==> config.mk <==
export PLATFORM = sky130hd
export DESIGN_NAME = asb_front
export DESIGN_NICKNAME = d
export VERILOG_FILES = /design/src/design/azimuth_sector_blanking_macros.svh /design/src/design/asb_pkg.sv /design/src/design/asb_front.sv
export SDC_FILE = /design/constraint.sdc
export NUM_CORES = 1
export LEC_CHECK = 0
export BUFFER_PORTS_ARGS = -buffer_cell sky130_fd_sc_hd__buf_2
export CAP_MARGIN = 40
export CELL_PAD_IN_SITES_DETAIL_PLACEMENT = 0
export CELL_PAD_IN_SITES_GLOBAL_PLACEMENT = 1
export CORE_AREA = 2 2 103 105
export DETAILED_ROUTE_END_ITERATION = 8
export DIE_AREA = 0 0 105 107
export GPL_ROUTABILITY_DRIVEN = 0
export GPL_TIMING_DRIVEN = 0
export PLACE_DENSITY = 0.93
export REMOVE_ABC_BUFFERS = 1
export SETUP_SLACK_MARGIN = 0.5
export SLEW_MARGIN = 0
export SYNTH_ARGS = -nofsm -noshare
export SYNTH_HDL_FRONTEND = slang
export SYNTH_SLANG_ARGS = --single-unit
==> constraint.sdc <==
create_clock -name vclk -period 3.6
set_input_delay 0.72 -clock vclk [all_inputs]
set_output_delay 0.72 -clock vclk [all_outputs]
set_load 0.005 [all_outputs]
==> src/design/azimuth_sector_blanking_macros.svh <==
`ifndef AZIMUTH_SECTOR_BLANKING_MACROS_SVH
`define AZIMUTH_SECTOR_BLANKING_MACROS_SVH

// same-cycle implication, sampled on clk, off while in reset
`define ASB_ASSERT_NOW(lbl, ante, cons, msg) \
	lbl: assert property (@(posedge clk) disable iff (!arst_n) (ante) |-> (cons)) else $error(msg);

// next-cycle implication, sampled on clk, off while in reset
`define ASB_ASSERT_NEXT(lbl, ante, cons, msg) \
	lbl: assert property (@(posedge clk) disable iff (!arst_n) (ante) |=> (cons)) else $error(msg);

`endif

==> src/design/asb_pkg.sv <==
package asb_pkg;

	localparam int CFG_W = 20;
	localparam logic [CFG_W-1:0] REFRESH_RESET = 20'd1000;

	localparam logic [1:0] OP_SAMPLE = 2'd0;
	localparam logic [1:0] OP_LOAD   = 2'd1;
	localparam logic [1:0] OP_CLEAR  = 2'd2;

	typedef enum logic [1:0] {
		KIND_SAMPLE,
		KIND_LOAD,
		KIND_CLEAR
	} kind_t;

	typedef struct packed {
		logic [1:0]         operation;
		logic [15:0]        azimuth;
		logic signed [15:0] elevation;
		logic [31:0]        sample_time;
		logic [15:0]        sector_start;
		logic [15:0]        sector_end;
		logic signed [15:0] lower_limit;
		logic signed [15:0] upper_limit;
	} in_t;

	typedef struct packed {
		logic               blank_on;
		logic               changing;
		logic [15:0]        command_azimuth;
		logic signed [15:0] command_elevation;
		logic [31:0]        command_time;
	} out_t;

	typedef struct packed {
		kind_t              kind;
		logic [15:0]        azimuth;
		logic signed [15:0] elevation;
		logic [31:0]        sample_time;
		logic [15:0]        sector_start;
		logic [15:0]        span;
		logic               wrap;
		logic signed [15:0] lower_limit;
		logic signed [15:0] upper_limit;
	} job_t;

	typedef struct packed {
		logic               marked;
		logic signed [15:0] lower;
		logic signed [15:0] upper;
	} entry_t;

	typedef struct packed {
		logic full;
		logic empty;
	} queue_stat_t;

endpackage

==> src/design/asb_front.sv <==
module asb_front (
	input  logic               start,
	output logic               busy,
	input  asb_pkg::in_t       item,
	input  asb_pkg::queue_stat_t q_stat,
	input  logic               init_busy,
	output logic               push,
	output asb_pkg::job_t      push_job
);
	import asb_pkg::*;

	logic accept;
	logic known;

	assign busy   = q_stat.full || init_busy;
	assign accept = start && !busy;

	always_comb begin
		known         = 1'b1;
		push_job.kind = KIND_SAMPLE;
		unique case (item.operation)
			OP_SAMPLE: push_job.kind = KIND_SAMPLE;
			OP_LOAD:   push_job.kind = KIND_LOAD;
			OP_CLEAR:  push_job.kind = KIND_CLEAR;
			default:   known = 1'b0;
		endcase
		push_job.azimuth      = item.azimuth;
		push_job.elevation    = item.elevation;
		push_job.sample_time  = item.sample_time;
		push_job.sector_start = item.sector_start;
		push_job.span         = item.sector_end - item.sector_start;
		push_job.wrap         = item.sector_start > item.sector_end;
		push_job.lower_limit  = item.lower_limit;
		push_job.upper_limit  = item.upper_limit;
	end

	// unused op code is taken and dropped
	assign push = accept && known;

endmodule

==> results by group <==
STA
  – Pins over their slew limit: 0
  – Setup TNS: 0 ns
  – Setup ws final: 0.462 ns
  – Setup-failing EPs final: 0
  – Max transition margin: 77.4%
  – F_max: 0.319 GHz
  – Slew @ Worst Pin: 0.337 ns
  – Final hold vios: 0
  – Fin crit period: 3.14 ns
  – Fin crit share: 87.2%
  – RSZ-0062 raised after global routing: true

Place
  – Port Buf Inserts: 74
  – Pre-CTS setup slack: 0.274 ns
  – Post-placement cell count: 344
  – Placed inst area: 1450 µm²
  – HPWL after DPL: 15,900 µm

Critical path
  – Setup Crit Path Kind: in -> out
  – Crit. Startpoint: item[48]
  – CP endpoint kind: output port
  – Critical path startpoint category: input pin
  – CP max stage delay: 0.35 ns
  – CP max-delay cell: fa_2
  – Worst path cell trace: buf_6, ha_4, fa_2, and2b_2, o2111ai_4, a21oi_2, o21ai_2, o31a_1, buf_2
  – CP Data Arrival Time: 2.42 ns
  – CP required: 2.88 ns
  – Crit-path max FO: 4

Detailed routing
  – Routed Antenna Nets: 0
  – WL/cell: 47.8 µm
  – Starting DRC count in detailed routing: 93
  – Router iterations before antenna repair: 4
  – Drt total wl: 16,600 µm
  – Post-route DRC: 0
  – Via count: 1,593
  – DR vias/cell: 4.58

Final layout
  – Fin util: 16.3%
  – Nets: 365
  – Design area: 1650 µm²
  – Area Overhead vs Synth: -6.93%
  – Share of cells above drive strength 1: 52.4%
  – Fin cells: 348
  – Reg area: 0 µm²
  – Antenna Cells: 0
  – Clkbuf count: 0
  – Number of flip-flops and latches: 0

Synthesis
  – Area share of the largest cell type after synthesis: 47.9%
  – Cells after Synth: 248
  – Synth cell types: 40
  – Warnings from Yosys: 0
  – Post-Syn Area: 1770 µm²
  – Post-synthesis sequential area ratio: 0%
  – Post-synth top area cell: buf_4
  – Avg Inst Size Synth: 7.14 µm²
  – Synth area leaders: buf_4, ha_1, xnor2_1

Floorplan
  – Core footprint: 10,100 µm²
  – Full die area: 11,200 µm²
  – Cell Rows: 37
  – Die height: 107 µm
  – Top Ports: 267
  – Die W: 105 µm
  – Initial Util: 17.5%

Global routing
  – Tot GR Track Use: 28.2%
  – Largest net degree at the start of global routing: 11
  – Vias in the first global route: 1,446
  – GR Overflow Total: 0
  – First-pass GRT wire length: 19,600 µm
  – Number of antenna violations at the first check in global routing: 0

Power and ir drop
  – VDD IR max: 0.0707 mV
  – PD cells: 181 nW/µm²
  – Leak Pwr: 0.775 nW

Outcome
  – Status: finished clean

Clocking
  – Post-CTS Hold Buffers: 0

Run
  – Maximum capacitance violations: 0

Min path
  – Hold_sp: item[99]
  – Hold path cells: 0
  – Hold WC Path Type: in -> out
==> cell usage after synthesis, drive strengths merged <==
library cell and number:
buf 114, o211ai 3, nand4 2, nor4 2, nor2b 3, o221ai 1, o311ai 1, nand3 5
and2 1, a311oi 1, xnor2 10, a21oi 16, inv 22, ha 16, nand2b 2, o31a 1
o211a 1, or2 2, o2111ai 1, o21ai 6, a21boi 1, or3 1, and2b 1, xor2 1
nor3 1, a22oi 1, a21o 3, nor2 12, a211oi 3, nand2 10, o21a 3, fa 1
==> kinds of logic (layout without fill, tap and decap cells) <==
family | count (synthesis) | count (layout) | share of synthesized area [%]
XOR/XNOR | 11 | 11 | 5.44
buffers and inverters | 136 | 100 | 53.2
adder cells (fa/ha/maj) | 17 | 17 | 12.4
AND/OR/NAND/NOR | 42 | 42 | 11.7
AO/OA/AOI/OAI | 42 | 42 | 17.2
==> path summary, 6_finish.rpt <==
| kind | endpoint | slack, ns |
|---|---|---|
| worst min-delay path | push_job[100] | 1.44 |
| worst max-delay path | push_job[32] | 0.46 |
==> cell type report <==
class              count  area, µm²
fillers             1205       8440
inverters             22       85.1
multi-input cells    112        980
well taps            136        170
repair buffers        78        413
==> cells in the final DEF (no fill, tap or decap), drive strengths merged <==
cell,instances
buf,78
inv,22
a21oi,16
ha,16
nor2,12
xnor2,10
nand2,10
o21ai,6
nand3,5
nor2b,3
o21a,3
o211ai,3
a21o,3
a211oi,3
nand4,2
nor4,2
nand2b,2
or2,2
o221ai,1
and2b,1
o2111ai,1
o211a,1
or3,1
a311oi,1
a22oi,1
and2,1
xor2,1
a21boi,1
nor3,1
o311ai,1
o31a,1
fa,1
==> per-stage QoR <==
stage	hold WS (ns)	power, mW
2_1_floorplan	1.44	0.145
3_3_place_gp	1.44	0.249
3_5_place_dp	1.44	0.256
4_1_cts	1.44	0.286
5_1_grt	1.44	0.325
6_report	1.44	0.298
==> metal layers <==
metal	track usage, %	up-vias	wire length [µm]
li1	-	631	-
met1	10.2	652	2430
met2	51.5	286	8310
met3	44.0	22	5310
met4	7.62	2	541
met5	4.29	-	42
==> worst max-delay path: cells and delay by family <==
| kind | cells | cell delay [ns] |
|---|---|---|
| and+or+nand+nor | 1 | 0.26 |
| buffers and inverters | 2 | 0.23 |
| adders and majority gates | 2 | 0.51 |
| AOI/OAI and AO/OA | 4 | 0.70 |
==> timing repair <==
item / CTS / global route
setup endpoints to repair: 8 / 8
pin swaps: 10 / 5
resized for setup: 25 / 11
buffers inserted: 4 / 0
==> power breakdown <==
part	switching, mW	internal, mW
combinational	0.158	0.140
clock	0	0
sequential	0	0
No activity file was read; power rests on OpenSTA's default activity.
