`config.mk`:
```
export PLATFORM = sky130hd
export DESIGN_NAME = asb_queue
export DESIGN_NICKNAME = d
export VERILOG_FILES = /design/src/design/azimuth_sector_blanking_macros.svh /design/src/design/asb_pkg.sv /design/src/design/asb_queue.sv
export SDC_FILE = /design/constraint.sdc
export NUM_CORES = 1
export LEC_CHECK = 0
export BUFFER_PORTS_ARGS = -buffer_cell sky130_fd_sc_hd__buf_2
export CAP_MARGIN = 20
export CORE_ASPECT_RATIO = 1.5
export CORE_UTILIZATION = 50
export CTS_CLUSTER_SIZE = 14
export DETAILED_ROUTE_END_ITERATION = 10
export PLACE_DENSITY = 0.85
export SYNTH_ARGS = -nofsm -noshare
export SYNTH_HDL_FRONTEND = slang
export SYNTH_SLANG_ARGS = --single-unit
```
`constraint.sdc`:
```
create_clock -name clk -period 16.7 [get_ports clk]
set_clock_uncertainty 0.15 [all_clocks]
set_input_delay 1.67 -clock clk [delete_from_list [all_inputs] [get_ports clk]]
set_output_delay 1.67 -clock clk [all_outputs]
set_load 0.005 [all_outputs]
```
`src/design/azimuth_sector_blanking_macros.svh`:
```
`ifndef AZIMUTH_SECTOR_BLANKING_MACROS_SVH
`define AZIMUTH_SECTOR_BLANKING_MACROS_SVH

// same-cycle implication, sampled on clk, off while in reset
`define ASB_ASSERT_NOW(lbl, ante, cons, msg) \
	lbl: assert property (@(posedge clk) disable iff (!arst_n) (ante) |-> (cons)) else $error(msg);

// next-cycle implication, sampled on clk, off while in reset
`define ASB_ASSERT_NEXT(lbl, ante, cons, msg) \
	lbl: assert property (@(posedge clk) disable iff (!arst_n) (ante) |=> (cons)) else $error(msg);

`endif

```
`src/design/asb_pkg.sv`:
```
package asb_pkg;

	localparam int CFG_W = 20;
	localparam logic [CFG_W-1:0] REFRESH_RESET = 20'd1000;

	localparam logic [1:0] OP_SAMPLE = 2'd0;
	localparam logic [1:0] OP_LOAD   = 2'd1;
	localparam logic [1:0] OP_CLEAR  = 2'd2;

	typedef enum logic [1:0] {
		KIND_SAMPLE,
		KIND_LOAD,
		KIND_CLEAR
	} kind_t;

	typedef struct packed {
		logic [1:0]         operation;
		logic [15:0]        azimuth;
		logic signed [15:0] elevation;
		logic [31:0]        sample_time;
		logic [15:0]        sector_start;
		logic [15:0]        sector_end;
		logic signed [15:0] lower_limit;
		logic signed [15:0] upper_limit;
	} in_t;

	typedef struct packed {
		logic               blank_on;
		logic               changing;
		logic [15:0]        command_azimuth;
		logic signed [15:0] command_elevation;
		logic [31:0]        command_time;
	} out_t;

	typedef struct packed {
		kind_t              kind;
		logic [15:0]        azimuth;
		logic signed [15:0] elevation;
		logic [31:0]        sample_time;
		logic [15:0]        sector_start;
		logic [15:0]        span;
		logic               wrap;
		logic signed [15:0] lower_limit;
		logic signed [15:0] upper_limit;
	} job_t;

	typedef struct packed {
		logic               marked;
		logic signed [15:0] lower;
		logic signed [15:0] upper;
	} entry_t;

	typedef struct packed {
		logic full;
		logic empty;
	} queue_stat_t;

endpackage

```
`src/design/asb_queue.sv`:
```
module asb_queue (
	input  logic                 clk,
	input  logic                 arst_n,
	input  logic                 push,
	input  asb_pkg::job_t        push_job,
	input  logic                 pop,
	output asb_pkg::job_t        pop_job,
	output asb_pkg::queue_stat_t stat
);
	import asb_pkg::*;

	job_t       ent_q [2];
	logic       wr_ptr_q;
	logic       rd_ptr_q;
	logic [1:0] cnt_q;

	assign pop_job    = ent_q[rd_ptr_q];
	assign stat.full  = cnt_q == 2'd2;
	assign stat.empty = cnt_q == 2'd0;

	always_ff @(posedge clk) begin
		if (push) begin
			ent_q[wr_ptr_q] <= push_job;
		end
	end

	always_ff @(posedge clk or negedge arst_n) begin
		if (!arst_n) begin
			wr_ptr_q <= 1'b0;
			rd_ptr_q <= 1'b0;
			cnt_q    <= 2'd0;
		end else begin
			if (push) begin
				wr_ptr_q <= !wr_ptr_q;
			end
			if (pop) begin
				rd_ptr_q <= !rd_ptr_q;
			end
			if (push && !pop) begin
				cnt_q <= cnt_q + 2'd1;
			end else if (pop && !push) begin
				cnt_q <= cnt_q - 2'd1;
			end
		end
	end

endmodule

```
==> metrics.yaml, run 1 <==
clk_path_buf_depth: 3
wl_microns: 17900
yosys_warnings: 0
pre_cts_slack_ps: 12710
synthDominantCellAreaShare_pct: 78.9
cts_tree: "done"
fillers: 1362
rr_worst_depth: 2
io-pin-count: 268
cp-start-kind: "flop"
die_w_microns: 117
ys_seq_area_share_pct: 79.9
clock_sinks: 266
die_y_microns: 175
rsz0062_at_grt: "no"
hold_class: "flop to flop"
synthesis.area_sq_um: 9970
clk_latency_ps: 500
routed_via_density: 4.96
syn-instance-count: 424
antenna_found_initial: 6
drcViolationCount: 0
cp_max_fo: 58
num_vias: 4865
finalMaxSlewViolations: 0
synth.distinct_cells: 14
whs_endpoint: "cnt_q[1]$_DFFE_PN0P_"
hold_path_depth: 1
grt_overflow_total: 0
end_kind: "primary output"
nNetsFinal: 843
ctsHoldBuffers: 0
powerDensity_nw_per_um2: 163
min_from: "cnt_q[1]$_DFFE_PN0P_"
hpwl_microns: 12200
async_reset_ff_share_pct: 1.50
numCtsBuffers: 24
status: "finished clean"
ctsHtreeMaxLevel: 1
syn_avg_cell_area_sq_um: 23.5
post_cts_buffers: 0
max_freq_mhz: 225
period_minus_slack_ps: 4440
leakagePower_uw: 0.00484
synth_flop_cell: "edfxtp_1"
start_util_pct: 51.6
ant_nets: 0
place_congestion: 0.733
dr.pass1.iters: 4
fin_ws_ps: 12260
coreArea_sq_um: 19300
hold_violations: 0
cts_resized: 0
timing.rr.start: "wr_ptr_q$_DFFE_PN0P_"
dieArea_sq_um: 20500
grt_use_total_pct: 17.0
rows: 62
postSynthNetCount: 560
grt_max_degree: 73
synthTopCellsByArea: "edfxtp_1 (79%), mux2_4 (12%), mux2_2 (5.8%), buf_6 (1.0%), dfrtp_1 (1.0%)"
worstSetupPathType: "flop to primary output"
synth-edff-count: 262
synth-seq-cells: 266
clk_pin_slew_ps: 70
crit_arrival_ps: 2620
wl_per_cell_microns: 18.2
grt_pass1_vias: 5389
synth_top_area_cell: "edfxtp_1"
syn2layout_area_growth_pct: 23.0
r2r-end: "ent_q[1][124]$_DFFE_PP_"
period_share_pct: 26.6
dr.first_iter.drc_count: 255
worst_pin_slew_ps: 944
vdd_ir_drop_max_v: 0.000123
root_buffer: "clkbuf_16"
slew_headroom_pct: 37.1
portBuffers: 267
synth.most_common_cell: "edfxtp_1"
setup_viol: 0
drive_gt1_share_pct: 60.6
drv_cap: 0
final.setup.tns_ps: 0
holdWs_ps: 363
synthTopCellsByCount: "edfxtp_1 (262), mux2_4 (80), mux2_2 (51), buf_6 (9), buf_2 (5)"
grt_pass1_wl_microns: 26900
crit_required_ps: 14880
r2r_slack_ps: 14080
==> area by class of cell <==
cell class                 count  area [sq um]  share of cell area [%]
inverter                       1          3.75                  0.0306
antenna                        4          10.0                  0.0816
clock buffer                  34           659                    5.38
tap                          256           320                    2.61
sequential                   266          7970                    65.0
timing repair buffer         272          1370                    11.2
clock inverter                 6          55.1                   0.449
multi-input combinational    142          1870                    15.2
==> critical path: stages (launching register included) <==
cell and delay, ps:
dfrtp_4 730, buf_4 760, mux2_2 430, buf_2 130
==> power breakdown <==
part | total, uW | switching (uW) | internal (uW)
registers | 937 | 49.0 | 888
logic | 558 | 254 | 304
clock network | 502 | 213 | 289
total | 2000 | 517 | 1480
==> flip-flops by register name, summed over array words and instances, names as in the netlist <==
name      cells
rd_ptr_q      1
wr_ptr_q      1
ent_q       262
cnt_q         2
==> routing by layer <==
layer	vias up	GRT usage (%)	wire (microns)
met4	4	7.14	574
li1	2252	-	-
met2	189	32.2	9800
met3	49	5.35	1380
met5	-	0	26
met1	2371	16.8	6080
==> metrics by stage <==
stage               instance area (sq um)  utilization [%]  cells  power, uW
detailed placement                  11500             59.7    937       1520
CTS                                 12300             63.4    977       2020
global route                        12300             63.4    978       2080
global placement                    11500             59.7    937       1490
finish                              12300             63.5    981       2000
floorplan                            9970                -    424       1340
==> kinds of logic after synthesis <==
| logic type | after synthesis | synth area share (%) |
|---|---|---|
| xor+xnor | 5 | 0.439 |
| fa+ha+maj | 1 | 0.125 |
| buf+inv | 16 | 1.46 |
| flops | 266 | 79.9 |
| mux | 131 | 17.8 |
| simple gates | 5 | 0.264 |
==> layout by cell type (no fill, tap or decap) <==
master     synthesis  routed
clkinv_2           0       5
diode_2            0       4
buf_2              5     267
mux2_2            51      51
and2_4             0       1
clkbuf_1           0       9
xnor2_1            1       1
mux2_4            80      80
inv_1              1       1
nor2_1             2       2
bufinv_16          0       1
dfrtp_4            0       1
dfrtp_1            4       3
edfxtp_1         262     262
clkbuf_16          0      25
nor2b_1            2       1
xor2_1             4       4
ha_1               1       1
nor2b_4            0       1
buf_4              0       5
==> worst max path at each step <==
stage / start / endpoint / slack, ps / depth (start not counted)
2_1_floorplan: push / ent_q[0][0]$_DFFE_PP_ / 8570 / 1
3_3_place_gp: push / ent_q[1][82]$_DFFE_PP_ / 12790 / 3
3_5_place_dp: push / ent_q[1][1]$_DFFE_PP_ / 12710 / 3
4_1_cts: rd_ptr_q$_DFFE_PN0P_ / pop_job[127] / 12210 / 3
5_1_grt: rd_ptr_q$_DFFE_PN0P_ / pop_job[127] / 12130 / 3
6_report: rd_ptr_q$_DFFE_PN0P_ / pop_job[127] / 12260 / 3
No activity file was read; power rests on OpenSTA's default activity.
==> inputs of run 2 (changes only) <==
- CORE_UTILIZATION: 50 -> 47
- PLACE_DENSITY: 0.85 -> 0.83
- clock period: 16.7 -> 3.7 ns (I/O delays scaled with it)
==> metrics.yaml, run 2 (synthesized netlist as in run 1, its figures left out) <==
period_minus_slack_ps: 2470
cts_tree: "done"
top_register: "ent_q"
max_freq_mhz: 405
total_power_uw: 9180  # +360%
syn2layout_area_growth_pct: 36.8
die_w_microns: 121  # +3.1%
finalMaxSlewViolations: 0  # unchanged
crit_required_ps: 3180  # -11700 ps
crit_buf_inv: 2  # unchanged
post_cts_buffers: 0  # unchanged
rows: 64  # +3.2%
worstSetupPathType: "flop to primary output"
wl_per_cell_microns: 18.0  # -1.1%
drive_gt1_share_pct: 50.9  # -9.7 points
die_y_microns: 180  # +3.1%
ctsHtreeMaxLevel: 1  # unchanged
rsz0062_at_grt: "no"
drcViolationCount: 0  # unchanged
final_cell_area_sq_um: 13600  # +11%
numCtsBuffers: 24  # unchanged
place_congestion: 0.717  # -2.3%
drv_cap: 0  # unchanged
cp_slowest_stage_delay_ps: 440  # -320 ps
root_buffer: "clkbuf_16"
num_vias: 5492  # +13%
start_util_pct: 48.4  # -3.2 points
crit_cells: 3  # unchanged
setup_viol: 0  # unchanged
post_dp_cell_area_sq_um: 11600  # +0.46%
cp_max_fo: 65  # +12%
coreArea_sq_um: 20600  # +6.5%
leakagePower_uw: 0.00541  # +12%
routed_via_density: 4.90  # -1.2%
rr_worst_depth: 2  # unchanged
dr.pass1.iters: 4  # unchanged
nNetsFinal: 976  # +16%
holdWs_ps: 62.7  # -300 ps
grt_pass1_vias: 5953  # +10%
dr.first_iter.drc_count: 281  # +10%
grt_max_degree: 132  # +81%
dieArea_sq_um: 21800  # +6.3%
status: "finished clean"
slew_headroom_pct: 48.5  # +11 points
crit_chain: "buf_12, mux2_2, buf_2"
largest_reg_flops: 262  # unchanged
top_regs: "ent_q x262, cnt_q x2"
vdd_ir_drop_max_v: 0.000656  # +430%
cp-start-kind: "flop"
clk_latency_ps: 500  # about the same
grt_pass1_wl_microns: 30600  # +14%
worst_pin_slew_ps: 772  # -172 ps
final_common_cell: "buf_2"
clock_sinks: 266  # unchanged
portBuffers: 267  # unchanged
powerDensity_nw_per_um2: 673  # +310%
clk_path_buf_depth: 3  # unchanged
period_share_pct: 66.7
critPathSlowestCell: "dfrtp_4"
layout_common_cells: "buf_2 (267), edfxtp_1 (262), dlygate4sd3_1 (134)"
grt_overflow_total: 0  # unchanged
crit_arrival_ps: 1950  # -670 ps
end_kind: "primary output"
antenna_found_initial: 1  # -5
fillers: 1325  # -2.7%
ant_nets: 0  # unchanged
path_delay_family: "buffers and inverters"
hold_violations: 0  # unchanged
ctsHoldBuffers: 134  # +134
wl_microns: 20200  # +13%
grt_use_total_pct: 18.3  # +1.3 points
io-pin-count: 268  # unchanged
cts_resized: 0  # unchanged
clk_pin_slew_ps: 60  # about the same
final.setup.tns_ps: 0  # unchanged
hold_class: "input pin to async pin"
[run 2: cell type report]
cell class	instances	area, sq um	area share (%)
Tap cell	264	330	2.42
Sequential cell	266	7970	58.4
Clock buffer	33	666	4.88
Clock inverter	8	38.8	0.284
Multi-Input combinational cell	142	1870	13.7
Inverter	1	3.75	0.0275
Timing Repair Buffer	405	2760	20.2
Antenna cell	2	5.00	0.0367
[run 2: final timing paths]
path	start	end	slack [ps]
max in group asynchronous	arst_n	rd_ptr_q$_DFFE_PN0P_	3190
min in group clk	cnt_q[1]$_DFFE_PN0P_	cnt_q[1]$_DFFE_PN0P_	390
worst min register to register	cnt_q[1]$_DFFE_PN0P_	cnt_q[1]$_DFFE_PN0P_	390
worst min-delay path	arst_n	cnt_q[0]$_DFFE_PN0P_	60
worst max-delay path	rd_ptr_q$_DFFE_PN0P_	pop_job[122]	1230
worst max register to register	wr_ptr_q$_DFFE_PN0P_	ent_q[0][88]$_DFFE_PP_	1710
[run 2: per-layer routing]
metal  vias up  share of wire (%)  track usage (%)
met4         0                2.9             6.77
met3        43                6.1             3.35
met2       238                 55             34.2
met1      2694                 36             20.1
li1       2517                  -                -
met5         -                  0                0
[run 2: metrics by stage]
step,std cells,util (%),setup slack [ps]
6_report,1121,66.3,1230
3_3_place_gp,944,56.3,1670
5_1_grt,1120,66.3,1180
4_1_cts,1119,66.3,1220
3_5_place_dp,944,56.3,1670
2_1_floorplan,424,-,759
[run 2: power breakdown]
part,switching (uW),total (uW),internal (uW)
registers,156,4160,4010
clock network,990,2240,1250
logic,1280,2780,1500
total,2430,9180,6750
